### src/rtl/tai_pkg.sv
// Package for the temperature alarm indicator: register map, reset values,
// remote command codes, LED color codes and siren sweep constants.
// No dependencies.
package tai_pkg;

    localparam int TEMP_W  = 12;
    localparam int TIME_W  = 16;
    localparam int TONE_W  = 11;
    localparam int RGB_W   = 3;
    localparam int ACT_W   = 2;
    localparam int DATA_W  = 32;
    localparam int ADDR_W  = 5;

    localparam int SIREN_STEP_TICKS_DEF = 8;
    localparam int TIMER_BITS_DEF       = 32;

    // Siren sweep limits and step in Hz
    localparam logic [TONE_W-1:0] SWEEP_LOW  = 11'd500;
    localparam logic [TONE_W-1:0] SWEEP_HIGH = 11'd2000;
    localparam logic [TONE_W-1:0] SWEEP_STEP = 11'd5;

    // Register reset values
    localparam logic signed [TEMP_W-1:0] ALARM_LEVEL_RST  = 12'sd500;
    localparam logic signed [TEMP_W-1:0] HOT_LEVEL_RST    = 12'sd400;
    localparam logic signed [TEMP_W-1:0] WARM_LEVEL_RST   = 12'sd200;
    localparam logic signed [TEMP_W-1:0] COOL_LEVEL_RST   = 12'sd100;
    localparam logic signed [TEMP_W-1:0] FREEZE_LEVEL_RST = 12'sd0;
    localparam logic [TIME_W-1:0] RED_BLINK_PERIOD_RST    = 16'd200;
    localparam logic [TIME_W-1:0] BLUE_ON_TIME_RST        = 16'd1000;
    localparam logic [TIME_W-1:0] BLUE_OFF_TIME_RST       = 16'd500;

    // Register indexes (byte address is 4 * index)
    typedef enum logic [2:0] {
        REG_ALARM_LEVEL      = 3'd0,
        REG_HOT_LEVEL        = 3'd1,
        REG_WARM_LEVEL       = 3'd2,
        REG_COOL_LEVEL       = 3'd3,
        REG_FREEZE_LEVEL     = 3'd4,
        REG_RED_BLINK_PERIOD = 3'd5,
        REG_BLUE_ON_TIME     = 3'd6,
        REG_BLUE_OFF_TIME    = 3'd7
    } reg_index_t;

    // Remote commands
    typedef enum logic [ACT_W-1:0] {
        ACT_NONE      = 2'd0,
        ACT_LEDS_OFF  = 2'd1,
        ACT_LEDS_AUTO = 2'd2,
        ACT_MUTE      = 2'd3
    } action_t;

    // LED colors: bit2 red, bit1 green, bit0 blue
    localparam logic [RGB_W-1:0] RGB_OFF   = 3'b000;
    localparam logic [RGB_W-1:0] RGB_BLUE  = 3'b001;
    localparam logic [RGB_W-1:0] RGB_GREEN = 3'b010;
    localparam logic [RGB_W-1:0] RGB_CYAN  = 3'b011;
    localparam logic [RGB_W-1:0] RGB_RED   = 3'b100;

endpackage

### src/rtl/temperature_alarm_indicator.sv
// Temperature alarm indicator top level: tick input register, alarm, siren
// and LED logic, result register and APB register file.
// Depends on tai_pkg.

// One input beat is a 1 ms tick; each beat yields one result beat. The block
// takes a beat in every cycle unless the input and result registers are both
// full and out_ready is low: a beat is caught in an input register, then the
// mute latch, siren sweep and LED selection are worked out from it and the tick
// state and loaded into the result register. The result register holds a beat
// while out_ready is low and the input register keeps accepting until both are full.
// Configuration registers are written through the APB port at byte address
// 4*index; pready is always high and reads return the register value,
// sign-extended for the temperature levels.
module temperature_alarm_indicator #(
    parameter int SIREN_STEP_TICKS = tai_pkg::SIREN_STEP_TICKS_DEF,
    parameter int TIMER_BITS       = tai_pkg::TIMER_BITS_DEF
) (
    input  logic                                 clk,
    input  logic                                 rst_n,
    // tick input
    input  logic                                 in_valid,
    output logic                                 in_ready,
    input  logic signed [tai_pkg::TEMP_W-1:0]    temperature,
    input  logic                                 temp_valid,
    input  logic                                 button_pressed,
    input  logic [tai_pkg::ACT_W-1:0]            action,
    // result output
    output logic                                 out_valid,
    input  logic                                 out_ready,
    output logic [tai_pkg::RGB_W-1:0]            rgb,
    output logic [tai_pkg::TONE_W-1:0]           tone_freq,
    output logic                                 alarm_active,
    output logic                                 alarm_muted,
    // configuration
    input  logic                                 psel,
    input  logic                                 penable,
    input  logic                                 pwrite,
    input  logic [tai_pkg::ADDR_W-1:0]           paddr,
    input  logic [tai_pkg::DATA_W-1:0]           pwdata,
    output logic [tai_pkg::DATA_W-1:0]           prdata,
    output logic                                 pready
);

    import tai_pkg::*;

    // configuration registers
    logic signed [TEMP_W-1:0] alarm_level_reg, hot_level_reg, warm_level_reg;
    logic signed [TEMP_W-1:0] cool_level_reg, freeze_level_reg;
    logic [TIME_W-1:0]        red_blink_period_reg, blue_on_time_reg, blue_off_time_reg;

    // input register
    logic                     s1_valid_reg;
    logic signed [TEMP_W-1:0] s1_temp_reg;
    logic                     s1_tvalid_reg;
    logic                     s1_button_reg;
    action_t                  s1_action_reg;

    // tick state
    logic [TIMER_BITS-1:0] tick_reg, last_red_reg, last_blue_reg, last_siren_reg;
    logic                  red_phase_reg, blue_phase_reg, muted_reg, cooled_reg;
    logic                  forced_off_reg, sweep_rising_reg;
    logic [TONE_W-1:0]     sweep_freq_reg, held_tone_reg;
    logic [RGB_W-1:0]      held_rgb_reg;

    logic [TIMER_BITS-1:0] last_red_next, last_blue_next, last_siren_next;
    logic                  red_phase_next, blue_phase_next, muted_next, cooled_next;
    logic                  forced_off_next, sweep_rising_next;
    logic [TONE_W-1:0]     sweep_freq_next, held_tone_next;
    logic [RGB_W-1:0]      held_rgb_next;
    logic                  active_next;

    // result register
    logic                  out_valid_reg;
    logic                  active_reg;

    logic s1_adv;
    logic cfg_wr;

    assign s1_adv   = s1_valid_reg && (!out_valid_reg || out_ready);
    assign in_ready = !s1_valid_reg || s1_adv;
    assign cfg_wr   = psel && penable && pwrite && pready;
    assign pready   = 1'b1;

    // ---------------------------------------------------------------- config
    always_ff @(posedge clk or negedge rst_n)
    begin
        if (!rst_n)
        begin
            alarm_level_reg      <= ALARM_LEVEL_RST;
            hot_level_reg        <= HOT_LEVEL_RST;
            warm_level_reg       <= WARM_LEVEL_RST;
            cool_level_reg       <= COOL_LEVEL_RST;
            freeze_level_reg     <= FREEZE_LEVEL_RST;
            red_blink_period_reg <= RED_BLINK_PERIOD_RST;
            blue_on_time_reg     <= BLUE_ON_TIME_RST;
            blue_off_time_reg    <= BLUE_OFF_TIME_RST;
        end
        else if (cfg_wr)
        begin
            case (reg_index_t'(paddr[4:2]))
                REG_ALARM_LEVEL:      alarm_level_reg      <= pwdata[TEMP_W-1:0];
                REG_HOT_LEVEL:        hot_level_reg        <= pwdata[TEMP_W-1:0];
                REG_WARM_LEVEL:       warm_level_reg       <= pwdata[TEMP_W-1:0];
                REG_COOL_LEVEL:       cool_level_reg       <= pwdata[TEMP_W-1:0];
                REG_FREEZE_LEVEL:     freeze_level_reg     <= pwdata[TEMP_W-1:0];
                REG_RED_BLINK_PERIOD: red_blink_period_reg <= pwdata[TIME_W-1:0];
                REG_BLUE_ON_TIME:     blue_on_time_reg     <= pwdata[TIME_W-1:0];
                REG_BLUE_OFF_TIME:    blue_off_time_reg    <= pwdata[TIME_W-1:0];
                default: ;
            endcase
        end
    end

    always_comb
    begin
        case (reg_index_t'(paddr[4:2]))
            REG_ALARM_LEVEL:      prdata = DATA_W'(alarm_level_reg);
            REG_HOT_LEVEL:        prdata = DATA_W'(hot_level_reg);
            REG_WARM_LEVEL:       prdata = DATA_W'(warm_level_reg);
            REG_COOL_LEVEL:       prdata = DATA_W'(cool_level_reg);
            REG_FREEZE_LEVEL:     prdata = DATA_W'(freeze_level_reg);
            REG_RED_BLINK_PERIOD: prdata = {{(DATA_W-TIME_W){1'b0}}, red_blink_period_reg};
            REG_BLUE_ON_TIME:     prdata = {{(DATA_W-TIME_W){1'b0}}, blue_on_time_reg};
            REG_BLUE_OFF_TIME:    prdata = {{(DATA_W-TIME_W){1'b0}}, blue_off_time_reg};
            default:              prdata = '0;
        endcase
    end

    // ---------------------------------------------------------- input stage
    always_ff @(posedge clk or negedge rst_n)
    begin
        if (!rst_n)
        begin
            s1_valid_reg <= 1'b0;
        end
        else if (in_ready)
        begin
            s1_valid_reg <= in_valid;
        end
    end

    always_ff @(posedge clk)
    begin
        if (in_valid && in_ready)
        begin
            s1_temp_reg   <= temperature;
            s1_tvalid_reg <= temp_valid;
            s1_button_reg <= button_pressed;
            s1_action_reg <= action_t'(action);
        end
    end

    // ------------------------------------------------------------ tick step
    always_comb
    begin
        logic                  hot;
        logic [TIMER_BITS-1:0] interval;
        logic [TONE_W-1:0]     nf;

        forced_off_next   = forced_off_reg;
        muted_next        = muted_reg;
        cooled_next       = cooled_reg;
        last_red_next     = last_red_reg;
        last_blue_next    = last_blue_reg;
        last_siren_next   = last_siren_reg;
        red_phase_next    = red_phase_reg;
        blue_phase_next   = blue_phase_reg;
        sweep_freq_next   = sweep_freq_reg;
        sweep_rising_next = sweep_rising_reg;
        held_tone_next    = held_tone_reg;
        held_rgb_next     = held_rgb_reg;
        interval          = '0;
        nf                = sweep_freq_reg;

        // apply the remote command first
        case (s1_action_reg)
            ACT_LEDS_OFF:  forced_off_next = 1'b1;
            ACT_LEDS_AUTO: forced_off_next = 1'b0;
            ACT_MUTE:
            begin
                muted_next  = 1'b1;
                cooled_next = 1'b0;
            end
            default: ;
        endcase

        // mute latch; a fall below the alarm level re-arms on the next rise
        hot = s1_tvalid_reg && (s1_temp_reg >= alarm_level_reg);
        if (s1_tvalid_reg)
        begin
            if (s1_button_reg && !muted_next && hot)
            begin
                muted_next  = 1'b1;
                cooled_next = 1'b0;
            end
            if (!hot)
                cooled_next = 1'b1;
            if (cooled_next && hot && muted_next)
            begin
                muted_next  = 1'b0;
                cooled_next = 1'b0;
            end
        end
        active_next = hot && !muted_next;

        // siren sweep
        if (active_next)
        begin
            if ((tick_reg - last_siren_reg) >= TIMER_BITS'(SIREN_STEP_TICKS))
            begin
                held_tone_next = sweep_freq_reg;
                nf = sweep_rising_reg ? sweep_freq_reg + SWEEP_STEP
                                      : sweep_freq_reg - SWEEP_STEP;
                if (nf >= SWEEP_HIGH)
                begin
                    nf                = SWEEP_HIGH;
                    sweep_rising_next = 1'b0;
                end
                if (nf <= SWEEP_LOW)
                begin
                    nf                = SWEEP_LOW;
                    sweep_rising_next = 1'b1;
                end
                sweep_freq_next = nf;
                last_siren_next = tick_reg;
            end
        end
        else
        begin
            held_tone_next = '0;
        end

        // LED selection
        if (forced_off_next || !s1_tvalid_reg)
        begin
            held_rgb_next = RGB_OFF;
        end
        else if (active_next)
        begin
            // touch the LEDs only when the blink toggles
            interval = TIMER_BITS'(red_blink_period_reg);
            if ((tick_reg - last_red_reg) >= interval)
            begin
                last_red_next  = tick_reg;
                red_phase_next = !red_phase_reg;
                held_rgb_next  = red_phase_next ? RGB_RED : RGB_OFF;
            end
        end
        else if (s1_temp_reg >= hot_level_reg)
            held_rgb_next = RGB_RED;
        else if (s1_temp_reg >= warm_level_reg)
            held_rgb_next = RGB_GREEN;
        else if (s1_temp_reg >= cool_level_reg)
            held_rgb_next = RGB_CYAN;
        else if (s1_temp_reg >= freeze_level_reg)
            held_rgb_next = RGB_BLUE;
        else
        begin
            interval = TIMER_BITS'(blue_phase_reg ? blue_on_time_reg : blue_off_time_reg);
            if ((tick_reg - last_blue_reg) >= interval)
            begin
                blue_phase_next = !blue_phase_reg;
                last_blue_next  = tick_reg;
            end
            held_rgb_next = blue_phase_next ? RGB_BLUE : RGB_OFF;
        end
    end

    always_ff @(posedge clk or negedge rst_n)
    begin
        if (!rst_n)
        begin
            tick_reg         <= '0;
            last_red_reg     <= '0;
            last_blue_reg    <= '0;
            last_siren_reg   <= '0;
            red_phase_reg    <= 1'b0;
            blue_phase_reg   <= 1'b1;
            muted_reg        <= 1'b0;
            cooled_reg       <= 1'b0;
            forced_off_reg   <= 1'b0;
            sweep_freq_reg   <= SWEEP_LOW;
            sweep_rising_reg <= 1'b1;
            held_tone_reg    <= '0;
            held_rgb_reg     <= RGB_OFF;
            active_reg       <= 1'b0;
        end
        else if (s1_adv)
        begin
            tick_reg         <= tick_reg + TIMER_BITS'(1);
            last_red_reg     <= last_red_next;
            last_blue_reg    <= last_blue_next;
            last_siren_reg   <= last_siren_next;
            red_phase_reg    <= red_phase_next;
            blue_phase_reg   <= blue_phase_next;
            muted_reg        <= muted_next;
            cooled_reg       <= cooled_next;
            forced_off_reg   <= forced_off_next;
            sweep_freq_reg   <= sweep_freq_next;
            sweep_rising_reg <= sweep_rising_next;
            held_tone_reg    <= held_tone_next;
            held_rgb_reg     <= held_rgb_next;
            active_reg       <= active_next;
        end
    end

    // ---------------------------------------------------------- result stage
    always_ff @(posedge clk or negedge rst_n)
    begin
        if (!rst_n)
        begin
            out_valid_reg <= 1'b0;
        end
        else if (s1_adv)
        begin
            out_valid_reg <= 1'b1;
        end
        else if (out_ready)
        begin
            out_valid_reg <= 1'b0;
        end
    end

    // the held values double as the result payload
    assign out_valid    = out_valid_reg;
    assign rgb          = held_rgb_reg;
    assign tone_freq    = held_tone_reg;
    assign alarm_active = active_reg;
    assign alarm_muted  = muted_reg;

`ifndef SYNTHESIS
    a_silent_when_idle: assert property (@(posedge clk) disable iff (!rst_n)
        out_valid && !alarm_active |-> tone_freq == '0)
        else $error("tone present while siren is off");

    a_active_not_muted: assert property (@(posedge clk) disable iff (!rst_n)
        out_valid && alarm_active |-> !alarm_muted)
        else $error("siren active while muted");

    a_tone_range: assert property (@(posedge clk) disable iff (!rst_n)
        out_valid |-> tone_freq == '0 || (tone_freq >= SWEEP_LOW && tone_freq <= SWEEP_HIGH))
        else $error("tone outside sweep range");

    a_sweep_range: assert property (@(posedge clk) disable iff (!rst_n)
        sweep_freq_reg >= SWEEP_LOW && sweep_freq_reg <= SWEEP_HIGH)
        else $error("sweep position out of range");

    a_tick_advance: assert property (@(posedge clk) disable iff (!rst_n)
        s1_adv |=> out_valid && tick_reg == $past(tick_reg) + TIMER_BITS'(1))
        else $error("tick counter or result register did not advance");
`endif

endmodule
### config.mk
export PLATFORM = sky130hd
export DESIGN_NAME = temperature_alarm_indicator
export DESIGN_NICKNAME = d
export VERILOG_FILES = /design/src/rtl/tai_pkg.sv /design/src/rtl/temperature_alarm_indicator.sv
export SDC_FILE = /design/constraint.sdc
export NUM_CORES = 1
export LEC_CHECK = 0
export BUFFER_PORTS_ARGS = -buffer_cell sky130_fd_sc_hd__buf_2
export CAP_MARGIN = 40
export CORE_MARGIN = 10
export CORE_UTILIZATION = 53
export DETAILED_ROUTE_END_ITERATION = 16
export PLACE_DENSITY = 0.81
export SLEW_MARGIN = 30
export SYNTH_ARGS = -nofsm -noshare
export SYNTH_HDL_FRONTEND = slang
export SYNTH_SLANG_ARGS = --single-unit
### constraint.sdc
create_clock -name clk -period 7.22 [get_ports clk]
set_input_delay 0.722 -clock clk [delete_from_list [all_inputs] [get_ports clk]]
set_output_delay 0.722 -clock clk [all_outputs]
set_load 0.1 [all_outputs]
After elaboration in Yosys (flattened, before gate mapping)
Index checks and enable logic that the tools add are counted.

Add/subtract/negate cells: 6. Order comparisons: 10. Reduce and logical (&&, ||, !) cells: 38. Bitwise gates (word level): 6. Eq/ne operators: 12. Multiplexer cells: 41.

Operators with widths (count): case mux 32 bit (8 select lines) (1); subtractor 32 bit (3); two-way mux 11 bit (7); greater-or-equal comparator 32 x 16 -> 1 bit (2); greater-or-equal comparator 12 bit (5); adder 32 x 1 -> 32 bit (second input constant) (1); greater-or-equal comparator 32 x 4 -> 1 bit (second input constant) (1); two-way mux 1 bit (24); AND reduction 2 bit (10); two-way mux 16 bit (1); two-way mux 3 bit (5); == test 3 bit (second input constant) (4); adder 11 x 3 -> 11 bit (second input constant) (1); greater-or-equal comparator 11 bit (second input constant) (1); <= comparator 11 x 9 -> 1 bit (second input constant) (1); subtractor 11 x 3 -> 11 bit (second input constant) (1); logical AND 1 bit (10); AND reduction 4 bit (2); AND reduction 8 bit (1); zero test 1 bit (7); AND reduction 7 bit (1); == test 3 x 2 -> 1 bit (second input constant) (2); inverter 1 bit (6); == test 2 bit (second input constant) (2); other kinds (10) (14).

Logic and storage cells: 141. Flip-flop bits (word level): 286. Output and inout bits: 51.

Depth between registers and ports, before layout
Depth after elaboration: 23. Gate-level depth with buffers: 26.

Worst setup path after synthesis
Ideal clock, no wire load.

Path type: flip-flop to flip-flop. From: register tick_reg[0]. To: register last_red_reg[10]. Cell stages (with the launch flop): 27. Data arrival time: 4.946 ns. Setup time: 0.128 ns. Path slack: 2.146 ns. Path through: dfrtp_1 inv_1 ha_1 inv_1 fa_1 a211oi_1 nor2_1 nor2_1 nor2_1 nor2_1 o21bai_1 a21oi_1 o21ai_0 xor2_1 ha_1 a21o_1 a221oi_1 o32a_1 o21ai_0 a2111oi_0 o2111ai_1 a2111oi_0 nand4_1 nor3_2 nor3b_2 buf_2 mux2_1.

Word-level cells in the longest chain between the ends: 3.

RTL lines: from (decl) (RTL line temperature_alarm_indicator.sv:59) `logic [TIMER_BITS-1:0] tick_reg, last_red_reg, last_blue_reg, last_siren_reg;`; from (signal assigned) (RTL line temperature_alarm_indicator.sv:290) `tick_reg <= tick_reg + TIMER_BITS'(1);`; subtractor 32 bit (RTL line temperature_alarm_indicator.sv:242) `if ((tick_reg - last_red_reg) >= interval)`; greater-or-equal comparator 32 x 16 -> 1 bit (RTL line temperature_alarm_indicator.sv:242); AND reduction 4 bit (no line); to (signal assigned) (RTL line temperature_alarm_indicator.sv:291) `last_red_reg <= last_red_next;`; to (decl) (RTL line temperature_alarm_indicator.sv:59).

No other way between the ends. A chain may end at the register's enable or synchronous reset.

Worst setup path after layout
From: register tick_reg[0]. To: register last_red_reg[23].

The elaborated chain is that of the path after synthesis.

==> metrics.cfg <==
[die]
num_rows=73
top_level_ports=111
die_area_um2=48490
die_h_um=220.2
coreArea_um2=39640
die_w_um=220.2
initial_core_util=0.5359

[clock_tree]
clockBufferDepth=3
clk_latency_ps=580
path_clk_slew_ps=60
clkSinkCount=286
root_buffer=clkbuf_16
tritoncts=done
numCtsBuffers=31
post_cts_resized=0
h-tree-depth=1
cts_setup_buffers=0
hold_buffers=0

[sta]
setup_viol=0
whs_ps=27.69
tns_ps=0
timing.final.crit_share=0.8969
skew_ps=19.95
worst_pin_slew_ps=860.0
fmax_mhz=154.4
min_period_ps=6476
hold_viol=0
slew_violations=0
slew_headroom=0.4261
rsz0062_at_grt=no

[setup_path]
cp-startpoint=tick_reg[0]
end_kind=register
critPathArrivalTime_ps=6920
start_kind=register
r2r_start=tick_reg[0]
r2r_end=last_red_reg[23]
r2r_slack_ps=740
critical_path_class=register to register
cp_max_fo=33
cp.required_ps=7660
reg2regPathDepth=26

[hold_path]
hold_class=input port to asynchronous set/reset pin

[power]
ir_drop_mv=0.3356
p_per_area_nw_per_um2=381.6
leakage_nw=11.13

[detailed_routing]
postRouteAntennaNets=0
num_vias=17870
avgViaCountPerCell=6.198
first_iter_violations=1489
drc=0
drt_pre_antenna_iters=6
routed_wl_mm=57.92
post_drt_wl_per_cell_um=20.09

[flow_run]
drv_cap=0

[place]
dpl.cell_count=2823
io_buffer_count=91
dp.final_hpwl_mm=43.63
place_congestion=0.9469

[layout]
n_antenna_cell=0
fin_cells=2883
fin_nets=2595
drive_gt1_frac=0.1493
area_delta_synth_final_pct=9.189

[synthesis]
synth.ff_latch_count=286
yosysTopAreaCell=dfrtp_1
synth.cell_area_um2=21240
synthArstFlopShare=0.9441
synth_top_family_by_area=compound AO/OA/AOI/OAI gates
yosysTopAreaCellShare=0.2733
synth_edf_count=16
yosysSeqAreaShare=0.3429
synth-xor-area-share=0.04082
synth_area_leaders=dfrtp_1, ha_1, dfstp_2, mux2_2, o21ai_0
synth_simple_gate_area_share=0.1316
synth_compound_area_frac=0.1872
synth_ff_type=dfrtp_1
synthAdderAreaFrac=0.1198
yosysUniqueCellTypes=96
muxShareOfSynthArea=0.1159
avgSynthCellArea_um2=9.280
synthCells=2289
ys_warn_count=0
synth_nets=2550

[status]
status=complete, no violations

[global_routing]
antenna_found_initial=0
overflow=0
grt_max_degree=144
grt_usage=0.2353
grt_pass1_wl_mm=93.34
grt_pass1_vias=17820

through the flow:
stage               setup slack [ps]    util  total power, W  area, um^2
global placement                1037  0.5553        0.006827       22010
CTS                            855.8  0.5839        0.008775       23150
floorplan                       2146       -        0.005821       21240
finish                         744.0  0.5851        0.008851       23190
global route                   278.6  0.5851        0.009418       23190
detailed placement             886.9  0.5562        0.006995       22050
placed cells by master (no fill, tap or decap), types with 26 or more instances in the layout:
cell type | Yosys | final
clkbuf_16 | 0 | 31
mux2_4 | 37 | 37
a21oi_1 | 159 | 159
o21ai_0 | 161 | 161
mux2_2 | 72 | 72
nor2_1 | 121 | 120
dfrtp_1 | 232 | 232
xor2_1 | 31 | 31
dfstp_2 | 38 | 38
nand2_1 | 189 | 189
nor3_1 | 29 | 26
nand2b_1 | 32 | 32
buf_2 | 15 | 90
nand4_1 | 32 | 32
mux2_1 | 54 | 54
nand3_1 | 49 | 49
a211oi_1 | 31 | 31
inv_1 | 208 | 208
xnor2_1 | 68 | 68
mux2i_1 | 42 | 42
ha_1 | 197 | 197
a21o_1 | 40 | 40
critical path, stage by stage, from the launching register on:
cell,delay (ps)
dfrtp_1,430
inv_1,170
ha_1,200
inv_1,60
fa_1,420
a211oi_1,320
nor2_1,110
nor2_1,100
nor2_1,40
nor2_1,150
o21bai_1,90
a21oi_1,250
o21ai_0,150
xor2_1,160
ha_1,300
a21o_1,180
a221oi_1,510
o32a_1,250
o21ai_0,70
a2111oi_0,340
o2111ai_1,180
a2111oi_0,440
nand4_1,170
nor3_2,470
nor3b_4,90
buf_4,280
mux2_1,370
final cells by class:
class                      count  area (um^2)
sequential                   286         7284
tap                          525        656.9
timing repair buffer         114        691.9
inverter                     208        780.7
clock inverter                14        237.7
multi-input combinational   1693        12680
fill                        3338        16450
clock buffer                  43        860.8
metal layers:
metal / share of wire / up-vias / track usage
met1: 0.43 / 8728 / 0.3088
met4: 0.033 / 0 / 0.08126
met3: 0.069 / 140 / 0.03578
met5: 0 / - / 0
li1: - / 8349 / -
met2: 0.47 / 652 / 0.3900
cell families (layout without fill, tap and decap cells):
group,Yosys count,in the layout
xor gates and xnor gates,99,99
buffers and inverters,310,379
adders and majority gates,201,201
DFF,286,286
AOI/OAI and AO/OA,611,611
and+or+nand+nor,573,573
other,1,1
muxes,208,208
worst max-delay path by stage:
stage                             to  slack [ps]  depth (start not counted)
finish              last_red_reg[23]         740                         26
CTS                 last_red_reg[23]         860                         26
detailed placement  last_red_reg[21]         890                         26
global placement    last_red_reg[27]        1040                         26
floorplan           last_red_reg[10]        2150                         26
global route        last_red_reg[27]         280                         26
where the power goes:
group,total [W],internal (W),switching [W]
registers,0.00212,0.00191,0.000214
logic,0.00500,0.00201,0.00299
clock network,0.00173,0.00105,0.000683
total,0.00885,0.00496,0.00389
cell usage after synthesis (29+ instances only):
cell type  number
mux2_2         72
mux2_1         54
dfstp_2        38
xor2_1         31
ha_1          197
nand3_1        49
o21ai_0       161
inv_1         208
nand2_1       189
mux2_4         37
mux2i_1        42
nand2b_1       32
nor3_1         29
clkbuf_1       56
a211oi_1       31
nand4_1        32
a21oi_1       159
xnor2_1        68
a21o_1         40
nor2_1        121
dfrtp_1       232
Power figures use the tool's default switching activity.
